### config.mk
export PLATFORM = sky130hd
export DESIGN_NAME = mss_ctrl
export DESIGN_NICKNAME = d
export VERILOG_FILES = /design/src/hw/rtl/mss_pkg.sv /design/src/hw/rtl/mss_ctrl.sv
export SDC_FILE = /design/constraint.sdc
export NUM_CORES = 1
export LEC_CHECK = 0
export BUFFER_PORTS_ARGS = -buffer_cell sky130_fd_sc_hd__buf_2
export CAP_MARGIN = 20
export CORE_AREA = 10 10 47 49
export DETAILED_ROUTE_END_ITERATION = 8
export DIE_AREA = 0 0 57 59
export PLACE_DENSITY = 0.51
export SETUP_SLACK_MARGIN = 0.3
export SLEW_MARGIN = 5
export SYNTH_ARGS = -nofsm -noshare
export SYNTH_HDL_FRONTEND = slang
export SYNTH_SLANG_ARGS = --single-unit
### constraint.sdc
create_clock -name clk_i -period 3.5 [get_ports clk_i]
set_input_delay 0.35 -clock clk_i [delete_from_list [all_inputs] [get_ports clk_i]]
set_output_delay 0.35 -clock clk_i [all_outputs]
set_load 0.02 [all_outputs]
### src/hw/rtl/mss_pkg.sv
// ----------------------------------------------------------------------------
// mss_pkg: shared types and constants for the masked signature scanner
// Action and status codes, the built-in signature table and the
// command/status structs between controller and datapath.
// ----------------------------------------------------------------------------
package mss_pkg;

  localparam int ACT_W   = 2;
  localparam int BYTE_W  = 8;
  localparam int IDX_W   = 3;
  localparam int STAT_W  = 2;
  localparam int CNT_W   = 4;

  typedef enum logic [ACT_W-1:0] {
    ACT_RESTORE = 2'd0,
    ACT_CLEAR   = 2'd1,
    ACT_SIG     = 2'd2,
    ACT_SCAN    = 2'd3
  } action_e;

  typedef enum logic [STAT_W-1:0] {
    STAT_OK      = 2'd0,
    STAT_TOO_LONG = 2'd1,
    STAT_FULL    = 2'd2
  } status_e;

  // built-in signature table
  localparam int BI_COUNT  = 4;
  localparam int BI_MAXLEN = 11;

  localparam logic [BYTE_W-1:0] BI_DATA [BI_COUNT][BI_MAXLEN] = '{
    '{8'h43, 8'h68, 8'h65, 8'h61, 8'h74, 8'h45, 8'h6E, 8'h67, 8'h69, 8'h6E, 8'h65},
    '{8'h8B, 8'h0D, 8'h00, 8'h00, 8'h00, 8'h00, 8'hFF, 8'h15, 8'h00, 8'h00, 8'h00},
    '{8'h41, 8'h72, 8'h74, 8'h4D, 8'h6F, 8'h6E, 8'h65, 8'h79, 8'h00, 8'h00, 8'h00},
    '{8'h90, 8'h90, 8'h90, 8'h90, 8'h90, 8'h90, 8'h90, 8'h90, 8'h90, 8'h90, 8'h00}
  };
  localparam logic [BI_MAXLEN-1:0] BI_CARE [BI_COUNT] = '{
    11'b111_1111_1111,
    11'b000_1100_0011,
    11'b000_1111_1111,
    11'b011_1111_1111
  };
  localparam logic [3:0] BI_LEN [BI_COUNT] = '{4'd11, 4'd8, 4'd8, 4'd10};

  // {care, byte} of one built-in entry
  function automatic logic [BYTE_W:0] builtin_word(logic [1:0] slot, logic [3:0] k);
    logic [BYTE_W:0] w;
    w = '0;
    if (k < 4'(BI_MAXLEN)) begin
      w = {BI_CARE[slot][k], BI_DATA[slot][k]};
    end
    return w;
  endfunction

  typedef struct packed {
    logic capture;
    logic decode;
    logic rom_step;
    logic scan_start;
    logic sel_next;
    logic sel_enter;
    logic wr;
    logic scan_end;
    logic emit;
  } mss_cmd_t;

  typedef struct packed {
    logic [ACT_W-1:0] action;
    logic             last;
    logic             rom_done;
    logic             sel_done;
    logic             sel_empty;
    logic             k_zero;
    logic             out_free;
  } mss_stat_t;

endpackage

### src/hw/rtl/mss_ctrl.sv
// ----------------------------------------------------------------------------
// mss_ctrl: scanner sequencer
// Steps through boot load, decode, built-in reload, the per-byte match
// sweep and result hand-off.
// ----------------------------------------------------------------------------
module mss_ctrl (
  input  logic                clk_i,
  input  logic                rst_ni,
  input  logic                in_valid_i,
  output logic                in_ready_o,
  input  mss_pkg::mss_stat_t  stat_i,
  output mss_pkg::mss_cmd_t   cmd_o
);
  import mss_pkg::*;

  localparam logic [2:0] S_BOOT   = 3'd0;
  localparam logic [2:0] S_IDLE   = 3'd1;
  localparam logic [2:0] S_DECODE = 3'd2;
  localparam logic [2:0] S_ROM    = 3'd3;
  localparam logic [2:0] S_SEL    = 3'd4;
  localparam logic [2:0] S_RD     = 3'd5;
  localparam logic [2:0] S_WR     = 3'd6;
  localparam logic [2:0] S_EMIT   = 3'd7;

  logic [2:0] state_q, state_d;

  assign in_ready_o = (state_q == S_IDLE);

  // next state and commands
  always_comb begin
    state_d = state_q;
    cmd_o   = '0;
    unique case (state_q)
      S_BOOT: begin
        cmd_o.rom_step = 1'b1;
        if (stat_i.rom_done) state_d = S_IDLE;
      end
      S_IDLE: begin
        if (in_valid_i) begin
          cmd_o.capture = 1'b1;
          state_d       = S_DECODE;
        end
      end
      S_DECODE: begin
        cmd_o.decode = 1'b1;
        unique case (action_e'(stat_i.action))
          ACT_SCAN: begin
            cmd_o.scan_start = 1'b1;
            state_d          = S_SEL;
          end
          ACT_RESTORE: state_d = S_ROM;
          ACT_CLEAR:   state_d = S_EMIT;
          ACT_SIG:     state_d = stat_i.last ? S_EMIT : S_IDLE;
          default:     state_d = S_IDLE;
        endcase
      end
      S_ROM: begin
        cmd_o.rom_step = 1'b1;
        if (stat_i.rom_done) state_d = S_EMIT;
      end
      S_SEL: begin
        priority if (stat_i.sel_done) begin
          cmd_o.scan_end = 1'b1;
          state_d        = stat_i.last ? S_EMIT : S_IDLE;
        end else if (stat_i.sel_empty) begin
          cmd_o.sel_next = 1'b1;
        end else begin
          cmd_o.sel_enter = 1'b1;
          state_d         = S_RD;
        end
      end
      S_RD: state_d = S_WR;
      S_WR: begin
        cmd_o.wr = 1'b1;
        state_d  = stat_i.k_zero ? S_SEL : S_RD;
      end
      S_EMIT: begin
        if (stat_i.out_free) begin
          cmd_o.emit = 1'b1;
          state_d    = S_IDLE;
        end
      end
      default: state_d = S_IDLE;
    endcase
  end

  always_ff @(posedge clk_i or negedge rst_ni) begin
    if (!rst_ni) begin
      state_q <= S_BOOT;
    end else begin
      state_q <= state_d;
    end
  end
endmodule

* Word-level counts from Yosys, hierarchy flattened
Index checks and enable logic that the tools add are counted.
Operators by class: mux-type cells 25, reduce and logical (&&, ||, !) cells 4, divide/modulo/power cells 0, bitwise gates (word level) 0, add/subtract/negate cells 0, shift-type cells 0, order comparisons 0, equality and inequality tests 15, multipliers 0
Operator list (number):
- 3-bit case mux with 8 select lines | 1
- 3-bit 2-to-1 mux | 7
- 1-bit 2-to-1 mux | 14
- 3-bit equality test (second input constant) | 4
- 3-bit case mux with 4 select lines | 1
- 2-bit inequality test (second input constant) | 4
- 3-bit by 2-bit equality test with 1-bit output (second input constant) | 2
- 5-bit AND reduction | 1
- 2-bit equality test (second input constant) | 2
- 2-bit 2-to-1 mux | 2
- 3-bit by 1-bit equality test with 1-bit output (second input constant) | 1
- 3-bit logical NOT | 1
- 3-bit inequality test (second input constant) | 1
- 2-bit by 1-bit equality test with 1-bit output (second input constant) | 1
- 2-bit logical NOT | 1
- 2-bit OR reduction | 1
Word-level totals: logic and storage cells 45, register bits 3, bits of input ports 11, bits in writable memories 0, bits in read-only memories 0, output and inout bits 10, bits in latches 0, memories 0

* Logic depth before layout (Yosys ltp)
Gate-level depths: netlist of run 1.
depth after elaboration 3, gate-level depth with buffers 5, depth with buffers taken out 4

* Least setup slack after synthesis of run 1
Ideal clock, no wire load.
path type reg-to-output, from register state_q[2], to output cmd_o[8] in the netlist's numbering, arrival time 1301 ps, slack 1849 ps, required time 3150 ps, stages on the path, launching flop included 5, buffers on the path 2, path through dfrtp_1 > buf_6 > buf_2 > nor2_1 > and2_1
RTL lines:
- from (decl) | line mss_ctrl.sv:25 | logic [2:0] state_q, state_d;
- from (signal assigned) | line mss_ctrl.sv:91 | state_q <= state_d;
- to (decl) | line mss_ctrl.sv:12 | output mss_pkg::mss_cmd_t cmd_o

==> metrics, run 1 <==
post-DP HPWL 840 um; outcome finished clean; hold crit path type input pin to async pin; area leader, netlist dfrtp_1; first-pass GRT wire length 1940 um; Rows 14; vias in the first global route 461; register area share after synthesis 0.207; Detail Route met3 WL around 75 um; worst setup path startpoint state_q[2]; pre-CTS setup slack around 1.9 ns; final worst slack 1.71 ns; input/output buffers 20; ANT cells 0; Overflow after GRT 0; Int Pwr 207 uW; Sequential Area ~75 um^2; Startpoint Class flop; Clock Root Buffer clkbuf_4; async set-or-reset flop fraction in the synthesized netlist 1.00; CTS tree built; clk buf depth 2; Die Area 3360 um^2; yosys warns 0; Worst Setup End Kind output port; pin count of the biggest net entering global routing 22; ranking of synthesized cells by area dfrtp_1 21%, nand2_1 7.2%, nor2_1 7.2%; synthesized net count 64; Max Freq approximately 0.56 GHz; antenna violations before repair 0; Sw Pwr about 210 uW; residual DRC count 0; Comb pwr share 0.562; clock sink count 3; EDFF count, synth 0; Reg with most FFs state_q; clock edge transition at the registers on the reported setup and hold paths 0.04 ns; power density over the cells between 800 and 900 nW/um^2; htree depth 1; setup TNS 0 ns; Final #Nets 86; Main synth FF type dfrtp_1; DR pass1 iterations 4; syn_area_per_cell 6.85 um^2; met2 wire len just over 500 um; final setup fails 0; clk_skew 0.00559 ns; DR WL/cell 11.8 um; max-slew violations 0; Routed Antenna Nets 0; final RePlAce weighted congestion 0.711; Rel. slew slack 0.606; FF-to-FF Start state_q[2]; layout cell share with drive strength beyond 1 0.338; Post-synth top cells 7 x nand2_1, 7 x nor2_1, 4 x a21oi_1; drt via density 4.93; Die Y between 50 and 60 um; Fill cells roughly 170; worst vdd ir 0.000264 V; Period Utilization, post-route 0.511; Sw Share 0.503; post-synth cell types 28; WP data required 3.15 ns; worst-path fanout max 21; top-area cell type share of the netlist area 0.207; Least-Margin Pin Slew between 0.5 and 0.6 ns; Top Registers state_q x3; Clk pwr share 0.150; drt first-iter violations 7; leakage 0.250 nW; starting density of the core 0.259; area of the multi-input gates 255 um^2; Flop pwr share 0.288; Die Wd around 57 um; total CTS buffers 3; CP Class flop to output port; max FFs per register 3; Mapped Area 363 um^2; Area growth syn-to-layout 36.2%; Gate Count Post-Synth 53; wirelength, routed roughly 1100 um; min cycle time layout 1.79 ns; Max Cap Viol 0; Final Hold Fails 0; WP data arrival 1.44 ns; Met1 Wirelength 449 um; #FFs+latches synth 3; top sig layer met4; total number of vias 444; RSZ-0062 raised after global routing false; io pins 21; GRT Total Usage 0.0709; later-pin clock latency in the skew report 0.24 ns; CORE AREA about 1400 um^2
## routing by layer
metal | vias up | track usage
li1 | 235 | -
met1 | 191 | 0.0667
met2 | 14 | 0.115
met3 | 4 | 0.0343
met4 | 0 | 0.0604
met5 | - | 0
## worst max-delay path, stage by stage (launching register included)
cell and delay, ns:
dfrtp_1 0.71, nand2_1 0.14, nor3_1 0.16, buf_2 0.19
## timing repair
item | in CTS | in global routing
hold buffers | 1 | 0
gates resized for setup | 0 | 0
setup endpoints to repair | 0 | 0
endpoints found under the hold margin | 3 | 0
setup buffers | 0 | 0
## cell families after synthesis
| kind of cell | Yosys count | synth area share |
|---|---|---|
| AOI/OAI and AO/OA | 16 | 0.297 |
| buffers and inverters | 6 | 0.0897 |
| DFF | 3 | 0.207 |
| and+or+nand+nor | 26 | 0.348 |
| muxes | 2 | 0.0586 |
## cell usage in the layout (no fill, tap or decap), types with 2 or more instances in the layout
master and instances:
clkbuf_4 3, and3_1 2, dfrtp_1 3, o22ai_1 2
buf_2 20, nor2_1 7, nand2_1 7, a21oi_1 4
o21a_1 2, nand3_1 2, inv_1 2, o21ai_0 2
nor3_1 2
## area by class of cell
type,instances,area share
flip-flops and latches,3,0.152
repair buffers,21,0.223
multi-input cells,44,0.516
clock buffers,4,0.0532
well taps,16,0.0405
inverters,2,0.0152
## final timing paths
kind	depth (start not counted)	end	slack, ns
max	3	cmd_o[3]	1.71
min	2	state_q[2]	0.43
max reg2reg	4	state_q[1]	1.86
min reg2reg	1	state_q[0]	0.74
max in group asynchronous	2	state_q[0]	2.96
min in group clk_i	4	state_q[2]	0.45
## power groups by stage
stage / sequential, mW / clock (mW) / combinational (mW)
2_1_floorplan: 0.0680 / 0 / 0.243
3_3_place_gp: 0.123 / 0 / 0.237
3_5_place_dp: 0.121 / 0 / 0.237
4_1_cts: 0.121 / 0.0657 / 0.239
5_1_grt: 0.131 / 0.0696 / 0.269
6_report: 0.120 / 0.0626 / 0.234
## per-stage QoR
stage | power (mW) | hold WS [ns] | utilization | area [um^2] | std cells
detailed placement | 0.358 | 0.146 | 0.327 | 458 | 85
global placement | 0.360 | 0.147 | 0.327 | 458 | 85
CTS | 0.426 | 0.434 | 0.353 | 494 | 90
finish | 0.417 | 0.432 | 0.353 | 494 | 90
floorplan | 0.311 | 0.0544 | - | 363 | 53
global route | 0.469 | 0.449 | 0.353 | 494 | 90
(Power assumes the default switching activity.)
==> run 2, diff against run 1 <==
==> constraint.sdc (replaced) <==
create_clock -name clk_i -period 1.65 [get_ports clk_i]
set_input_delay 0.165 -clock clk_i [delete_from_list [all_inputs] [get_ports clk_i]]
set_output_delay 0.165 -clock clk_i [all_outputs]
set_load 0.02 [all_outputs]
==> run 2 against run 1 <==
- global-route usage up 1.4 points
- register-to-register slack worse by 1.6 ns
- via count up 19%
- clock-buffer cell count unchanged
- worst hold slack worse by 0.18 ns
- critical path type is now flop to flop
- largest cell class unchanged
- die area unchanged
- clock skew down 0.0030 ns
- sequential share of layout area down 3.7 points
==> metrics, run 2 (synthesis results as in run 1) <==
outcome finished clean; total number of vias 530; Startpoint Class flop; wirelength, routed 1400 um; fin cells 102; input/output buffers 20; DR pass1 iterations 4; WP data required roughly 1.8 ns; Rel. slew slack 0.870; area of the multi-input gates a little over 300 um^2; total CTS buffers 3; Die Y between 50 and 60 um; worst hold slack approximately 0.25 ns; setup TNS 0 ns; RSZ-0062 raised after global routing true; io pins 21; Sw Share 0.455; drt via density 5.20; starting density of the core 0.259; CTS tree built; worst vdd ir 0.000889 V; ANT cells 0; FF-to-FF path depth 5; final worst slack 0.251 ns; Clk pwr share 0.098; clk buf depth 2; Comb pwr share 0.745; Sequential Area 78.8 um^2; CORE AREA 1400 um^2; Least-Margin Pin Slew 0.190 ns; Period Utilization, post-route 0.848; WP data arrival 1.51 ns; post-route core utilization 0.488; Cell Area, Placed 489 um^2; CP Class flop to flop; Fill cells 150; biggest cell delay along the critical path ~0.46 ns; Max Freq 0.715 GHz; final RePlAce weighted congestion 0.759; DR WL/cell 13.8 um; Cell Chain, Critical Path buf_4, buf_4, a21oi_1, nor3b_1, o32a_1; Worst Setup End Kind flop; first-pass GRT wire length 2370 um; Die Area 3360 um^2; residual DRC count 0; antenna violations before repair 0; Final #Nets around 100; min cycle time layout 1.40 ns; max FFs per register 3; later-pin clock latency in the skew report 0.24 ns; Sw Pwr between 600 and 700 uW; Post-Place Cells just under 90; worst-path fanout max 6; Final Hold Fails 0; Finished Cell Area 684 um^2; Crit-path slowest cell dfrtp_2; hold crit path type input pin to async pin; most used cell, CP buf_4; Routed Antenna Nets 0; clock edge transition at the registers on the reported setup and hold paths approximately 0.040 ns; layout cell share with drive strength beyond 1 0.605; Total Power 1.34 mW; htree depth 1; Reg with most FFs state_q; Flop pwr share 0.157; commonest non-fill, non-tap cells in the layout 13 x buf_2, 13 x buf_4, 6 x buf_6; Max Cap Viol 0; Clock Root Buffer clkbuf_4; power density over the cells just under 2000 nW/um^2; vias in the first global route 600; final setup fails 0; leakage 0.323 nW; drt first-iter violations 17; pin count of the biggest net entering global routing 10; Int Pwr around 730 uW; Rows 14; Overflow after GRT 0; Top Registers state_q x3; clock sink count 3; max-slew violations 0; Die Wd 57 um; clk_skew 0.00260 ns; Area growth syn-to-layout 88.6%; GRT Total Usage 0.0845; pre-CTS setup slack 0.246 ns
## run 2: path summary, 6_finish.rpt
check                      startpoint  slack, ns    endpoint
max                        state_q[0]       0.25  state_q[1]
min                            rst_ni       0.25  state_q[1]
max reg2reg                state_q[0]       0.25  state_q[1]
min reg2reg                state_q[0]       0.63  state_q[0]
max in group asynchronous      rst_ni       1.28  state_q[0]
min in group clk_i          stat_i[0]       0.28  state_q[2]
## run 2: power by group through the flow
stage | Clock, mW | Sequential (mW) | Combinational, mW
2_1_floorplan | 0 | 0.144 | 0.538
3_3_place_gp | 0 | 0.207 | 0.617
3_5_place_dp | 0 | 0.207 | 0.619
6_report | 0.132 | 0.211 | 1.00
4_1_cts | 0.134 | 0.185 | 0.874
5_1_grt | 0.138 | 0.219 | 1.09
## run 2: cell type report
| class | count | area share |
|---|---|---|
| clock buffers | 4 | 0.0384 |
| repair buffers | 33 | 0.351 |
| flip-flops and latches | 3 | 0.115 |
| inverters | 2 | 0.0110 |
| multi-input cells | 44 | 0.455 |
| well taps | 16 | 0.0293 |
## run 2: worst max-delay path, delay by kind of cell (launching register included)
kind	cells	cell delay [ns]
buffers and inverters	2	0.29
and+or+nand+nor	1	0.07
DFF	1	0.46
AOI/OAI and AO/OA	2	0.45
## run 2: repair_timing
action | in CTS | in global routing
resized for setup | 14 | 16
endpoints found under the setup margin | 11 | 12
hold buffers | 1 | 0
hold endpoints to repair | 3 | 0
pin swaps | 2 | 5
gates cloned | 1 | 1
buffers inserted | 7 | 1
## run 2: routing by layer
layer  share of wire  routed length (um)  track usage  vias to the layer above
li1                -                   -            -                      259
met4           0.021                  29       0.0503                        0
met2            0.50                 708        0.140                       23
met3           0.071                  99       0.0279                        4
met5               0                   0            0                        -
met1            0.40                 564       0.0921                      244
